==> src/design/tbpc_pkg.sv <==
// Shared types and constants of the token budget phase controller.
// Holds the mode and request-function encodings, register indexes and field widths.
// No dependencies.
package tbpc_pkg;

    // Controller modes, as reported on mode_after
    typedef enum logic [2:0] {
        MODE_IDLE   = 3'd0,
        MODE_COUNT  = 3'd1,
        MODE_SPEND  = 3'd2,
        MODE_SFORCE = 3'd3,
        MODE_GRACE  = 3'd4,
        MODE_WAIT   = 3'd5,
        MODE_FORCE  = 3'd6,
        MODE_DONE   = 3'd7
    } mode_t;

    // Request functions
    typedef enum logic [1:0] {
        FUNC_TOKEN = 2'd0,
        FUNC_FORCE = 2'd1,
        FUNC_RESET = 2'd2,
        FUNC_START = 2'd3
    } func_t;

    // Configuration register indexes
    localparam logic [2:0] CFG_BUDGET     = 3'd0;
    localparam logic [2:0] CFG_SOFT_LIMIT = 3'd1;
    localparam logic [2:0] CFG_GRACE      = 3'd2;
    localparam logic [2:0] CFG_FORCED_LEN = 3'd3;
    localparam logic [2:0] CFG_SOFT_LEN   = 3'd4;
    localparam logic [2:0] CFG_START_MODE = 3'd5;
    localparam logic [2:0] CFG_HAS_VOCAB  = 3'd6;

    // Field widths
    localparam int CFG_IDX_W  = 3;
    localparam int CFG_DATA_W = 20;
    localparam int BUDGET_W   = 20;
    localparam int GRACE_W    = 16;
    localparam int LEN_W      = 6;
    localparam int IDX_W      = 6;
    localparam int TOKEN_W    = 18;
    localparam int EIDX_W     = 4;
    localparam int MATCH_W    = 5;

    // Reset values
    localparam logic [BUDGET_W-1:0]       BUDGET_RESET = 20'd1024;
    localparam logic signed [MATCH_W-1:0] MATCH_NONE   = 5'sb11111;
    localparam logic [GRACE_W-1:0]        GRACE_MAX    = 16'hFFFF;

endpackage

==> src/design/token_budget_phase_controller_unit.sv <==
// Top level of the token budget phase controller: input register, mode and counter
// update logic, result register and configuration registers.
// Depends on tbpc_pkg.
// A request passes through the input register and then the result register.
// Throughput: one request per cycle unless out_stall holds the result. The mode and
// counters update in the cycle its result is registered, so the next sees them at once.
// Reset (rst_n low, asynchronous): mode idle, counters and positions zero, remaining count
// loaded from the budget reset value, last end match minus one, configuration registers
// at their reset values, both pipeline stages empty.
module token_budget_phase_controller_unit #(
    parameter int TABLE_DEPTH = 64,
    parameter int COUNT_WIDTH = 20
) (
    input  logic                              clk,
    input  logic                              rst_n,

    // configuration write port
    input  logic                              cfg_write,
    input  logic [tbpc_pkg::CFG_IDX_W-1:0]    cfg_index,
    input  logic [tbpc_pkg::CFG_DATA_W-1:0]   cfg_data,

    // request channel
    input  logic                              in_valid,
    output logic                              in_stall,
    input  logic [1:0]                        func,
    input  logic [tbpc_pkg::TOKEN_W-1:0]      token_id,
    input  logic                              start_hit,
    input  logic                              end_hit,
    input  logic [tbpc_pkg::EIDX_W-1:0]       end_index,
    input  logic                              char_complete,
    input  logic                              has_newline,
    input  logic                              has_paragraph,

    // result channel
    output logic                              out_valid,
    input  logic                              out_stall,
    output logic [2:0]                        mode_after,
    output logic                              force_valid,
    output logic                              force_from_soft,
    output logic [tbpc_pkg::IDX_W-1:0]        force_index,
    output logic signed [tbpc_pkg::MATCH_W-1:0] end_match_out,
    output logic                              start_advance,
    output logic                              end_advance,
    output logic                              start_clear,
    output logic                              end_clear,
    output logic                              accepted,
    output logic [tbpc_pkg::TOKEN_W-1:0]      token_echo
);

    localparam int POS_W   = (TABLE_DEPTH > 2) ? $clog2(TABLE_DEPTH) : 1;
    localparam int CMP_W   = (POS_W > tbpc_pkg::LEN_W) ? POS_W : tbpc_pkg::LEN_W;
    localparam int MW      = (COUNT_WIDTH > tbpc_pkg::BUDGET_W) ? COUNT_WIDTH
                                                                : tbpc_pkg::BUDGET_W;
    localparam int IDX_W   = tbpc_pkg::IDX_W;
    localparam int GRACE_W = tbpc_pkg::GRACE_W;
    localparam int LEN_W   = tbpc_pkg::LEN_W;
    localparam logic [POS_W-1:0] POS_MAX = POS_W'(TABLE_DEPTH - 1);

    // ------------------------------------------------------------------
    // Configuration registers
    // ------------------------------------------------------------------
    logic [tbpc_pkg::BUDGET_W-1:0] budget_reg;
    logic [tbpc_pkg::BUDGET_W-1:0] soft_limit_reg;
    logic [GRACE_W-1:0]            grace_limit_reg;
    logic [LEN_W-1:0]              forced_len_reg;
    logic [LEN_W-1:0]              soft_len_reg;
    logic [2:0]                    start_mode_reg;
    logic                          has_vocab_reg;

    // Users must write only while idle (not enforced); no interlock with the datapath.
    always_ff @(posedge clk or negedge rst_n)
    begin
        if (!rst_n)
        begin
            budget_reg      <= tbpc_pkg::BUDGET_RESET;
            soft_limit_reg  <= '0;
            grace_limit_reg <= '0;
            forced_len_reg  <= '0;
            soft_len_reg    <= '0;
            start_mode_reg  <= '0;
            has_vocab_reg   <= 1'b1;
        end
        else if (cfg_write)
        begin
            case (cfg_index)
                tbpc_pkg::CFG_BUDGET:     budget_reg      <= cfg_data;
                tbpc_pkg::CFG_SOFT_LIMIT: soft_limit_reg  <= cfg_data;
                tbpc_pkg::CFG_GRACE:      grace_limit_reg <= cfg_data[GRACE_W-1:0];
                tbpc_pkg::CFG_FORCED_LEN: forced_len_reg  <= cfg_data[LEN_W-1:0];
                tbpc_pkg::CFG_SOFT_LEN:   soft_len_reg    <= cfg_data[LEN_W-1:0];
                tbpc_pkg::CFG_START_MODE: start_mode_reg  <= cfg_data[2:0];
                tbpc_pkg::CFG_HAS_VOCAB:  has_vocab_reg   <= cfg_data[0];
                default:                  ;  // drop writes to unknown indexes
            endcase
        end
    end

    // Budget seen at the counter width (truncate or zero-extend)
    logic [COUNT_WIDTH-1:0] budget_c;
    assign budget_c = COUNT_WIDTH'(budget_reg);

    // ------------------------------------------------------------------
    // Handshake: the result register advances when empty or not stalled;
    // the input register refills whenever its request moves on.
    // ------------------------------------------------------------------
    logic s1_valid_reg;
    logic out_valid_reg;
    logic advance;
    logic process;

    assign advance  = !out_valid_reg || !out_stall;
    assign process  = s1_valid_reg && advance;
    assign in_stall = s1_valid_reg && !advance;

    // ------------------------------------------------------------------
    // Input register
    // ------------------------------------------------------------------
    logic [1:0]                   s1_func_reg;
    logic [tbpc_pkg::TOKEN_W-1:0] s1_token_reg;
    logic                         s1_shit_reg;
    logic                         s1_ehit_reg;
    logic [tbpc_pkg::EIDX_W-1:0]  s1_eidx_reg;
    logic                         s1_comp_reg;
    logic                         s1_nl_reg;
    logic                         s1_para_reg;

    always_ff @(posedge clk or negedge rst_n)
    begin
        if (!rst_n)
        begin
            s1_valid_reg <= 1'b0;
        end
        else if (!in_stall)
        begin
            s1_valid_reg <= in_valid;
        end
    end

    always_ff @(posedge clk)
    begin
        if (in_valid && !in_stall)
        begin
            s1_func_reg  <= func;
            s1_token_reg <= token_id;
            s1_shit_reg  <= start_hit;
            s1_ehit_reg  <= end_hit;
            s1_eidx_reg  <= end_index;
            s1_comp_reg  <= char_complete;
            s1_nl_reg    <= has_newline;
            s1_para_reg  <= has_paragraph;
        end
    end

    // ------------------------------------------------------------------
    // Controller state
    // ------------------------------------------------------------------
    tbpc_pkg::mode_t                  mode_reg,   mode_next;
    logic [COUNT_WIDTH-1:0]           rem_reg,    rem_next;
    logic [POS_W-1:0]                 epos_reg,   epos_next;
    logic [POS_W-1:0]                 spos_reg,   spos_next;
    logic                             sdone_reg,  sdone_next;
    logic [GRACE_W-1:0]               grace_reg,  grace_next;
    logic signed [tbpc_pkg::MATCH_W-1:0] lem_reg, lem_next;

    always_ff @(posedge clk or negedge rst_n)
    begin
        if (!rst_n)
        begin
            mode_reg  <= tbpc_pkg::MODE_IDLE;
            rem_reg   <= COUNT_WIDTH'(tbpc_pkg::BUDGET_RESET);
            epos_reg  <= '0;
            spos_reg  <= '0;
            sdone_reg <= 1'b0;
            grace_reg <= '0;
            lem_reg   <= tbpc_pkg::MATCH_NONE;
        end
        else if (process)
        begin
            mode_reg  <= mode_next;
            rem_reg   <= rem_next;
            epos_reg  <= epos_next;
            spos_reg  <= spos_next;
            sdone_reg <= sdone_next;
            grace_reg <= grace_next;
            lem_reg   <= lem_next;
        end
    end

    // ------------------------------------------------------------------
    // Next-state logic for one request
    // ------------------------------------------------------------------
    logic                   comp, nl, para;
    logic                   sadv, eadv, sclr, eclr, acc;
    logic [COUNT_WIDTH-1:0] rem_dec;
    logic [GRACE_W-1:0]     grace_inc;
    logic [POS_W-1:0]       epos_inc, spos_inc;
    logic                   soft_fire;
    logic signed [tbpc_pkg::MATCH_W-1:0] eidx_s;

    // Without vocabulary info every token counts as complete and on a line boundary.
    assign comp = has_vocab_reg ? s1_comp_reg : 1'b1;
    assign nl   = has_vocab_reg ? s1_nl_reg   : 1'b1;
    assign para = has_vocab_reg ? s1_para_reg : 1'b0;

    assign rem_dec   = rem_reg - COUNT_WIDTH'(1);
    assign grace_inc = (grace_reg < tbpc_pkg::GRACE_MAX) ? grace_reg + GRACE_W'(1) : grace_reg;
    assign epos_inc  = (epos_reg < POS_MAX) ? epos_reg + POS_W'(1) : POS_MAX;
    assign spos_inc  = (spos_reg < POS_MAX) ? spos_reg + POS_W'(1) : POS_MAX;
    assign eidx_s    = $signed({1'b0, s1_eidx_reg});

    // One-shot soft warning: consumed count reached the soft limit; skip it when the
    // remaining count sits above a lowered budget.
    assign soft_fire = (mode_reg == tbpc_pkg::MODE_COUNT) && !sdone_reg
                    && (soft_limit_reg != '0) && (rem_dec <= budget_c)
                    && (MW'(budget_c - rem_dec) >= MW'(soft_limit_reg));

    always_comb
    begin
        mode_next  = mode_reg;
        rem_next   = rem_reg;
        epos_next  = epos_reg;
        spos_next  = spos_reg;
        sdone_next = sdone_reg;
        grace_next = grace_reg;
        lem_next   = lem_reg;
        sadv = 1'b0;
        eadv = 1'b0;
        sclr = 1'b0;
        eclr = 1'b0;
        acc  = 1'b0;

        case (tbpc_pkg::func_t'(s1_func_reg))
            tbpc_pkg::FUNC_TOKEN:
            begin
                case (mode_reg)
                    tbpc_pkg::MODE_IDLE,
                    tbpc_pkg::MODE_DONE:
                    begin
                        sadv = 1'b1;
                        if (s1_shit_reg)
                        begin
                            // arm a new block
                            mode_next  = tbpc_pkg::MODE_COUNT;
                            rem_next   = budget_c;
                            sdone_next = 1'b0;
                            grace_next = '0;
                            if (budget_c == '0)
                            begin
                                mode_next = tbpc_pkg::MODE_FORCE;
                                epos_next = '0;
                            end
                            if (mode_reg == tbpc_pkg::MODE_DONE)
                            begin
                                eclr     = 1'b1;
                                lem_next = tbpc_pkg::MATCH_NONE;
                            end
                        end
                    end
                    tbpc_pkg::MODE_COUNT,
                    tbpc_pkg::MODE_SPEND,
                    tbpc_pkg::MODE_GRACE,
                    tbpc_pkg::MODE_WAIT:
                    begin
                        eadv = 1'b1;
                        if (s1_ehit_reg)
                        begin
                            mode_next = tbpc_pkg::MODE_DONE;
                            lem_next  = eidx_s;
                        end
                        else if (mode_reg == tbpc_pkg::MODE_WAIT)
                        begin
                            if (comp)
                            begin
                                mode_next = tbpc_pkg::MODE_FORCE;
                                epos_next = '0;
                                eclr      = 1'b1;
                            end
                        end
                        else if (mode_reg == tbpc_pkg::MODE_GRACE)
                        begin
                            grace_next = grace_inc;
                            if (comp && para)
                            begin
                                mode_next = tbpc_pkg::MODE_FORCE;
                                epos_next = '0;
                                eclr      = 1'b1;
                            end
                            else if (grace_inc >= grace_limit_reg)
                            begin
                                eclr = 1'b1;
                                if (comp)
                                begin
                                    mode_next = tbpc_pkg::MODE_FORCE;
                                    epos_next = '0;
                                end
                                else
                                begin
                                    mode_next = tbpc_pkg::MODE_WAIT;
                                end
                            end
                        end
                        else if (rem_reg <= COUNT_WIDTH'(1))
                        begin
                            // budget spent: saturate and move to grace, forcing or waiting
                            rem_next = '0;
                            if (grace_limit_reg != '0)
                            begin
                                mode_next  = tbpc_pkg::MODE_GRACE;
                                grace_next = '0;
                            end
                            else
                            begin
                                eclr = 1'b1;
                                if (comp)
                                begin
                                    mode_next = tbpc_pkg::MODE_FORCE;
                                    epos_next = '0;
                                end
                                else
                                begin
                                    mode_next = tbpc_pkg::MODE_WAIT;
                                end
                            end
                        end
                        else
                        begin
                            rem_next = rem_dec;
                            if (soft_fire)
                            begin
                                sdone_next = 1'b1;
                                if (soft_len_reg != '0)
                                begin
                                    if (nl && comp)
                                    begin
                                        mode_next = tbpc_pkg::MODE_SFORCE;
                                        spos_next = '0;
                                    end
                                    else
                                    begin
                                        mode_next = tbpc_pkg::MODE_SPEND;
                                    end
                                end
                            end
                            else if (mode_reg == tbpc_pkg::MODE_SPEND && nl && comp)
                            begin
                                mode_next = tbpc_pkg::MODE_SFORCE;
                                spos_next = '0;
                            end
                        end
                    end
                    tbpc_pkg::MODE_SFORCE:
                    begin
                        spos_next = spos_inc;
                        if (CMP_W'(spos_inc) >= CMP_W'(soft_len_reg))
                        begin
                            mode_next = tbpc_pkg::MODE_COUNT;
                        end
                    end
                    tbpc_pkg::MODE_FORCE:
                    begin
                        eadv      = 1'b1;
                        epos_next = epos_inc;
                        if (CMP_W'(epos_inc) >= CMP_W'(forced_len_reg))
                        begin
                            mode_next = tbpc_pkg::MODE_DONE;
                            lem_next  = s1_ehit_reg ? eidx_s : tbpc_pkg::MATCH_NONE;
                        end
                    end
                    default: ;
                endcase
            end
            tbpc_pkg::FUNC_FORCE:
            begin
                if (mode_reg == tbpc_pkg::MODE_COUNT)
                begin
                    mode_next = tbpc_pkg::MODE_FORCE;
                    epos_next = '0;
                    eclr      = 1'b1;
                    acc       = 1'b1;
                end
            end
            tbpc_pkg::FUNC_RESET:
            begin
                // soft_position survives a reset request
                mode_next  = tbpc_pkg::MODE_IDLE;
                rem_next   = budget_c;
                epos_next  = '0;
                lem_next   = tbpc_pkg::MATCH_NONE;
                sdone_next = 1'b0;
                grace_next = '0;
                sclr       = 1'b1;
                eclr       = 1'b1;
            end
            tbpc_pkg::FUNC_START:
            begin
                mode_next = tbpc_pkg::mode_t'(start_mode_reg);
                if (start_mode_reg == tbpc_pkg::MODE_COUNT && budget_c == '0)
                begin
                    mode_next = tbpc_pkg::MODE_FORCE;
                end
                rem_next   = budget_c;
                epos_next  = '0;
                spos_next  = '0;
                lem_next   = tbpc_pkg::MATCH_NONE;
                sdone_next = 1'b0;
                grace_next = '0;
                sclr       = 1'b1;
                eclr       = 1'b1;
            end
            default: ;
        endcase
    end

    // Force lookup from the updated state: soft message first, then end sequence.
    logic             fv, fsoft;
    logic [IDX_W-1:0] fidx;

    always_comb
    begin
        fv    = 1'b0;
        fsoft = 1'b0;
        fidx  = '0;
        if (mode_next == tbpc_pkg::MODE_SFORCE
            && CMP_W'(spos_next) < CMP_W'(soft_len_reg))
        begin
            fv    = 1'b1;
            fsoft = 1'b1;
            fidx  = IDX_W'(spos_next);
        end
        else if (mode_next == tbpc_pkg::MODE_FORCE
                 && CMP_W'(epos_next) < CMP_W'(forced_len_reg))
        begin
            fv   = 1'b1;
            fidx = IDX_W'(epos_next);
        end
    end

    // ------------------------------------------------------------------
    // Result register
    // ------------------------------------------------------------------
    logic [2:0]                          mode_out_reg;
    logic                                fv_reg, fsoft_reg;
    logic [IDX_W-1:0]                    fidx_reg;
    logic signed [tbpc_pkg::MATCH_W-1:0] lem_out_reg;
    logic                                sadv_reg, eadv_reg, sclr_reg, eclr_reg, acc_reg;
    logic [tbpc_pkg::TOKEN_W-1:0]        token_out_reg;

    always_ff @(posedge clk or negedge rst_n)
    begin
        if (!rst_n)
        begin
            out_valid_reg <= 1'b0;
        end
        else if (advance)
        begin
            out_valid_reg <= s1_valid_reg;
        end
    end

    always_ff @(posedge clk)
    begin
        if (process)
        begin
            mode_out_reg  <= mode_next;
            fv_reg        <= fv;
            fsoft_reg     <= fsoft;
            fidx_reg      <= fidx;
            lem_out_reg   <= lem_next;
            sadv_reg      <= sadv;
            eadv_reg      <= eadv;
            sclr_reg      <= sclr;
            eclr_reg      <= eclr;
            acc_reg       <= acc;
            token_out_reg <= s1_token_reg;
        end
    end

    assign out_valid       = out_valid_reg;
    assign mode_after      = mode_out_reg;
    assign force_valid     = fv_reg;
    assign force_from_soft = fsoft_reg;
    assign force_index     = fidx_reg;
    assign end_match_out   = lem_out_reg;
    assign start_advance   = sadv_reg;
    assign end_advance     = eadv_reg;
    assign start_clear     = sclr_reg;
    assign end_clear       = eclr_reg;
    assign accepted        = acc_reg;
    assign token_echo      = token_out_reg;

    // ------------------------------------------------------------------
    // Assertions
    // ------------------------------------------------------------------
    // A forced token is only ever reported in one of the two forcing modes.
    a_force_mode: assert property (@(posedge clk) disable iff (!rst_n)
        out_valid && force_valid |->
            mode_after == tbpc_pkg::MODE_SFORCE || mode_after == tbpc_pkg::MODE_FORCE)
        else $error("force reported outside a forcing mode");

    // A manual force that took effect lands in forcing and clears the end matcher.
    a_accept_force: assert property (@(posedge clk) disable iff (!rst_n)
        out_valid && accepted |-> mode_after == tbpc_pkg::MODE_FORCE && end_clear)
        else $error("accepted manual force without entering forcing");

    // Clearing the start matcher always comes with clearing the end matcher.
    a_clear_pair: assert property (@(posedge clk) disable iff (!rst_n)
        out_valid && start_clear |-> end_clear && !start_advance && !end_advance)
        else $error("start matcher cleared alone or while advancing");

    // The state only moves when a request is processed.
    a_state_hold: assert property (@(posedge clk) disable iff (!rst_n)
        !process |=> $stable(mode_reg) && $stable(rem_reg) && $stable(lem_reg))
        else $error("controller state changed without a request");

endmodule
==> config.mk <==
export PLATFORM = sky130hd
export DESIGN_NAME = token_budget_phase_controller_unit
export DESIGN_NICKNAME = d
export VERILOG_FILES = /design/src/design/tbpc_pkg.sv /design/src/design/token_budget_phase_controller_unit.sv
export SDC_FILE = /design/constraint.sdc
export NUM_CORES = 1
export LEC_CHECK = 0
export BUFFER_PORTS_ARGS = -buffer_cell sky130_fd_sc_hd__buf_2
export CELL_PAD_IN_SITES_DETAIL_PLACEMENT = 1
export CELL_PAD_IN_SITES_GLOBAL_PLACEMENT = 2
export CORE_ASPECT_RATIO = 0.75
export CORE_MARGIN = 8
export CORE_UTILIZATION = 42
export CTS_CLUSTER_SIZE = 24
export DETAILED_ROUTE_END_ITERATION = 10
export GPL_TIMING_DRIVEN = 0
export PLACE_DENSITY = 0.95
export SLEW_MARGIN = 10
export SYNTH_ARGS = -nofsm -noshare
export SYNTH_HDL_FRONTEND = slang
export SYNTH_SLANG_ARGS = --single-unit
==> constraint.sdc <==
create_clock -name clk -period 16.8 [get_ports clk]
set_input_delay 0 -clock clk [delete_from_list [all_inputs] [get_ports clk]]
set_output_delay 0 -clock clk [all_outputs]
set_load 0.02 [all_outputs]
# Word-level counts from Yosys, hierarchy flattened
# Cells that the tools add are included.
[op_classes]
addsub = 5
order_cmp = 11
eq_ne = 28
muxes = 100
reduce_logical = 42
[op_table]
columns = ["cell", "count"]
rows = [
  ["$mux 6", 23],
  ["$mux 16", 7],
  ["$mux 20", 5],
  ["$pmux 20 s2", 2],
  ["$pmux 16 s2", 2],
  ["$mux 3", 17],
  ["$pmux 6 s3", 2],
  ["$mux 1", 26],
  ["$mux 5", 5],
  ["$eq 3x3->1 const B", 8],
  ["$pmux 3 s4", 2],
  ["$pmux 6 s2", 2],
  ["$ge 20x20->1", 1],
  ["$le 20x1->1 const B", 1],
  ["$le 20x20->1", 1],
  ["$logic_not 20->1", 1],
  ["$reduce_bool 20->1", 1],
  ["$sub 20x1->20 const B", 1],
  ["$sub 20x20->20", 1],
  ["$ne 3x3->1 const B", 6],
  ["$add 16x1->16 const B", 1],
  ["$ge 16x16->1", 1],
  ["$lt 16x16->1 const B", 1],
  ["$reduce_bool 16->1", 1],
  ["other kinds (29)", 68],
]
[word_totals]
ff_bits = 199
input_bits = 57
out_inout_bits = 41
word_cells = 221

# Logic depth before layout (Yosys ltp)
[depth]
word_depth = 16
mapped_depth = 30
mapped_depth_nobuf = 29

# Least setup slack after synthesis
# OpenSTA, ideal clock, no wires.
[synth_path]
path_kind = "flip-flop to flip-flop"
startpoint = "reg rem_reg[2]"
endpoint = "reg fidx_reg[1] (netlist: force_index[1]) (data pin)"
setup_ps = 154
t_arrival_ps = 6571
t_required_ps = 16646
slack_ps = 10075
stages_incl_launch_ff = 28
n_path_buf = 1
synth_period_minus_slack_ps = 6725
cell_sequence = "dfrtp_1 clkbuf_1 nor4_1 nand3_1 or3_1 or4_1 a21oi_1 ha_1 inv_1 o21bai_1 a22o_1 a311o_1 a21oi_1 xnor2_1 ha_1 nand4_1 a21o_1 a2111oi_0 o2111ai_1 a311o_1 a22oi_1 inv_1 ha_1 a21o_1 a21o_1 a211o_1 a2111o_1 o22ai_1"
[synth_via]
word_cells_on_any_way = 35
classes_between = "add/sub (2); order compare (5); eq/ne (2); mux (22); reduce/logical (4)"
[synth_rtl]
columns = ["item", "line", "text"]
rows = [
  ["start, declared", "token_budget_phase_controller_unit.sv:158", "logic [COUNT_WIDTH-1:0] rem_reg, rem_next;"],
  ["start signal, assigned", "token_budget_phase_controller_unit.sv:170", "rem_reg <= COUNT_WIDTH'(tbpc_pkg::BUDGET_RESET);"],
  ["start signal, assigned", "token_budget_phase_controller_unit.sv:180", "rem_reg <= rem_next;"],
  ["$sub 20x1->20", "token_budget_phase_controller_unit.sv:205", "assign rem_dec = rem_reg - COUNT_WIDTH'(1);"],
  ["$sub 20x20->20 / $le 20x20->1 (equally long branches)", "token_budget_phase_controller_unit.sv:215, token_budget_phase_controller_unit.sv:214", ""],
  ["$ge 20x20->1 / $logic_and 1x1->1 (equally long branches)", "token_budget_phase_controller_unit.sv:215, token_budget_phase_controller_unit.sv:214", ""],
  ["$logic_and 1x1->1", "token_budget_phase_controller_unit.sv:215", "&& (MW'(budget_c - rem_dec) >= MW'(soft_limit_reg));"],
  ["$mux 6", "token_budget_phase_controller_unit.sv:328", "if (soft_fire)"],
  ["$mux 6 (*)", "token_budget_phase_controller_unit.sv:302", "else if (rem_reg <= COUNT_WIDTH'(1))"],
  ["$mux 6 (*)", "token_budget_phase_controller_unit.sv:279", "else if (mode_reg == tbpc_pkg::MODE_GRACE)"],
  ["$mux 6 (*)", "token_budget_phase_controller_unit.sv:270", "else if (mode_reg == tbpc_pkg::MODE_WAIT)"],
  ["$mux 6 (*)", "token_budget_phase_controller_unit.sv:265", "if (s1_ehit_reg)"],
  ["$pmux 6 s2 (*)", "token_budget_phase_controller_unit.sv:235", "case (mode_reg)"],
  ["$pmux 6 s2 (*)", "token_budget_phase_controller_unit.sv:232", "case (tbpc_pkg::func_t'(s1_func_reg))"],
  ["named net spos_next[3]", "token_budget_phase_controller_unit.sv:160", "logic [POS_W-1:0] spos_reg, spos_next;"],
  ["$lt 6x6->1 (*)", "token_budget_phase_controller_unit.sv:424", "&& CMP_W'(spos_next) < CMP_W'(soft_len_reg))"],
  ["$logic_and 1x1->1 (*)", "token_budget_phase_controller_unit.sv:424", ""],
  ["$mux 6 (*)", "token_budget_phase_controller_unit.sv:423", "if (mode_next == tbpc_pkg::MODE_SFORCE"],
  ["named net fidx[1]", "token_budget_phase_controller_unit.sv:416", "logic [IDX_W-1:0] fidx;"],
  ["end signal, assigned", "token_budget_phase_controller_unit.sv:467", "fidx_reg <= fidx;"],
  ["end, declared", "token_budget_phase_controller_unit.sv:443", "logic [IDX_W-1:0] fidx_reg;"],
]
# Mark *: on every way through the listed nets, which the timed path passes. The rest lies on a longest branch.
# A chain may end at the register's enable or synchronous reset.

# Worst setup path in the final report
[layout_path]
startpoint = "reg rem_reg[2]"
endpoint = "reg fidx_reg[3] (netlist: force_index[3]) (data pin)"
[layout_via]
word_cells_on_any_way = 35
classes_between = "add/sub (2); order compare (5); eq/ne (2); mux (22); reduce/logical (4)"
[layout_rtl]
columns = ["item", "line"]
rows = [
  ["$sub 20x1->20", "token_budget_phase_controller_unit.sv:205"],
  ["$sub 20x20->20 / $le 20x20->1 (equally long branches)", "token_budget_phase_controller_unit.sv:215, token_budget_phase_controller_unit.sv:214"],
  ["$ge 20x20->1 / $logic_and 1x1->1 (equally long branches)", "token_budget_phase_controller_unit.sv:215, token_budget_phase_controller_unit.sv:214"],
  ["$logic_and 1x1->1", "token_budget_phase_controller_unit.sv:215"],
  ["$mux 6", "token_budget_phase_controller_unit.sv:328"],
  ["$mux 6 (*)", "token_budget_phase_controller_unit.sv:302"],
  ["$mux 6 (*)", "token_budget_phase_controller_unit.sv:279"],
  ["$mux 6 (*)", "token_budget_phase_controller_unit.sv:270"],
  ["$mux 6 (*)", "token_budget_phase_controller_unit.sv:265"],
  ["$pmux 6 s2 (*)", "token_budget_phase_controller_unit.sv:235"],
  ["$pmux 6 s2 (*)", "token_budget_phase_controller_unit.sv:232"],
  ["named net spos_next[3]", "token_budget_phase_controller_unit.sv:160"],
  ["$lt 6x6->1", "token_budget_phase_controller_unit.sv:424"],
  ["$logic_and 1x1->1", "token_budget_phase_controller_unit.sv:424"],
  ["$mux 6 (*)", "token_budget_phase_controller_unit.sv:423"],
  ["named net fidx[3]", "token_budget_phase_controller_unit.sv:416"],
]
# Marks and branches as above.

==> flow_summary.yaml <==
power:
  sw_frac_of_total_pct: 41.6
  peakVddDrop_v: 0.0000968
  p_sw_mw: 0.831
  power_density_nw_per_um2: 141
  p_seq_share_pct: 33.7
  cellLeakagePower_nw: 6.16
  internal-power_mw: 1.17
  power.share.clock_pct: 22.1
  combPwrFrac_pct: 44.2
clock_tree:
  cts_made_buffers: 17
  post_cts_buffers: 0
  cts_max_level: 4
  root_buffer: "clkbuf_16"
  clk_pin_slew_ps: 80
  clkSinkCount: 199
  clockBufferDepth: 2
  clock_latency_ps: 470
  cts_tree: "done"
synth:
  synth_compound_area_share_pct: 18.7
  yosysUniqueCellTypes: 77
  synthAdderAreaFrac_pct: 9.42
  synthSimpleGateAreaFrac_pct: 16.0
  yosys_warnings: 0
  synth_edf_count: 68
  synth_top_family_by_area: "compound AO/OA/AOI/OAI gates"
  synth-xor-area-share_pct: 3.46
  syn_nets: 1382
  ys_seq_area_share_pct: 44.8
  synth_area_um2: 11900
  synth_mux_area_share_pct: 3.19
  async_reset_ff_share_pct: 65.8
  syn_avg_cell_area_um2: 9.62
  yosys_most_used_dff: "dfrtp_1"
  synth_seq_cells: 199
  syn_inst: 1236
worst_setup_path:
  slowest_delay_ps: 560
  cpMaxStageDelayCell: "a311o_1"
  r2r-start: "rem_reg[2]"
  reg2reg_slack_ps: 8470
  reg2reg_to: "force_index[3]"
  path_max_fanout: 8
  end_kind: "register"
  worst-setup-path-type: "register to register"
  arrival_ps: 8620
  critPathLaunch: "rem_reg[2]"
  r2r_cells: 28
  start_kind: "register"
  critPathRequiredTime_ps: 17090
  cpMostUsedCell: "a21o_1"
  crit_path_end: "force_index[3]"
layout:
  diodes: 0
  final_common_cell: "nand2_1"
  fin_cells: 1809
  area_growth_pct: 18.7
  final_cell_mix: "nand2_1, dfrtp_1, o21ai_0, buf_2, ha_1"
  final_util_pct: 50.6
  nNetsFinal: 1557
  drive_gt1_share_pct: 14.0
  num-fill-cells: 3168
worst_hold_path:
  hp-class: "input port to async pin"
sta:
  setup_viol: 0
  rsz0062_at_grt: "false"
  hold_viol_final: 0
  final.setup_skew_ps: 18.3
  finalSetupTns_ps: 0
  post-route-period-util_pct: 49.6
  fmax_mhz: 120
  worst_slew_pin_slew_ps: 950
  layout_min_cycle_time_ps: 8330
  final_max_slew_viol_count: 0
  maxSlewHeadroom_pct: 36.4
job:
  drv_cap: 0
floorplan:
  die-area_um2: 34000
  core_area_um2: 27900
  die_w_um: 210
  num_rows: 53
  initial_core_util_pct: 42.6
  ioPinCount: 98
  die_height_um: 162
outcome:
  status: "finished, final reports clean"
place:
  io_buffer_count: 97
  place_hpwl_mm: 28.8
  placedCellCount: 1720
  place.gp.congestion: 0.905
global_routing:
  grt_pass1_vias: 10900
  grt_util_all_layers_pct: 23.2
  grt_pass1_wl_mm: 62.0
  gr-total-overflow: 0
  grt_max_degree: 86
  antenna_found_initial: 0
routing:
  drc_errors: 0
  num_vias: 10300
  viasPerCell: 5.70
  wl_per_cell_um: 21.4
  drtIter0Drc: 783
  drt_wl_total_mm: 38.8
  antenna_left: 0
  drt_pre_antenna_iters: 4
## how the worst min path moves through the flow
stage,end,slack [ps]
after floorplan,budget_c[0],-300
after global placement,s1_token_reg[1],180
after detailed placement,grace_limit_reg[6],-20
after CTS,grace_limit_reg[4],40
after global routing,grace_limit_reg[6],80
final,grace_limit_reg[4],50
## per-layer routing
metal	track usage, %	wire length [µm]	vias up	part of all wire, %
met1	31.7	18200	5158	47
met2	37.1	17900	243	46
li1	-	-	4860	-
met4	6.36	701	0	1.8
met3	4.49	2050	50	5.3
met5	0	0	-	0
## cell families after synthesis
group / Yosys count
and+or+nand+nor: 382
AOI/OAI and AO/OA: 350
DFF: 199
buffers and inverters: 135
adders and majority gates: 89
xor gates and xnor gates: 47
muxes: 34
## cell usage after synthesis, types with 8 or more instances
master    instances  area share [%]
o21ai_0         115             4.8
clkbuf_1         43             1.4
o211ai_1          9            0.57
inv_1            85             2.7
dfstp_2           8             1.8
o22ai_1           8            0.42
nor3_1           23            0.97
nor4_1           24             1.3
a21o_1           19             1.2
a31oi_1          11            0.58
nand4_1          13            0.68
nand3_1          27             1.1
and2_1            8            0.42
nand2_1         132             4.2
nor2_1           71             2.2
a21oi_1          81             3.4
nand2b_1         24             1.3
xnor2_1          34             2.5
edfxtp_1         68              17
and3_1           12            0.63
a22o_1           22             1.6
mux2_2           31             2.9
ha_1             88             9.3
nor2b_1           8            0.42
dfrtp_1         123              26
xor2_1           13            0.96
## power groups by stage
stage          logic, mW  registers [mW]  clock network (mW)
3_5_place_dp       0.857           0.678                   0
3_3_place_gp       0.811           0.674                   0
6_report           0.883           0.673               0.441
5_1_grt            0.989           0.683               0.465
4_1_cts            0.874           0.671               0.446
2_1_floorplan      0.612           0.663                   0
## layout make-up
class	instances	area, µm²	share of cell area, %
clock inverter	15	211	1.50
buffer	50	213	1.51
sequential	199	5330	37.7
timing repair buffer	156	1110	7.86
clock buffer	17	425	3.01
inverter	85	319	2.26
multi-input combinational	902	6030	42.7
tap	385	482	3.41
## worst max-delay path, delay by kind of cell (launching register included)
family | cells | cell delay, ps
xor+xnor | 2 | 270
simple gates | 5 | 1550
fa+ha+maj | 3 | 940
buf+inv | 2 | 270
flops | 1 | 360
compound gates | 16 | 4780
## timing repair
| item | CTS | global route |
|---|---|---|
| hold buffers | 57 | 0 |
| resized for setup | 0 | 0 |
| endpoints found under the hold margin | 231 | 0 |
## through the flow
step                hold WS [ps]  worst slack, ps  total power [mW]  area (µm²)
floorplan                   -296            10080              1.27       11900
global placement             176             8820              1.48       12900
detailed placement         -24.4             8610              1.54       12900
CTS                         45.0             8560              1.99       14100
global route                82.1             7910              2.14       14100
finish                      51.9             8470              2.00       14100
Power figures use the tool's default switching activity.
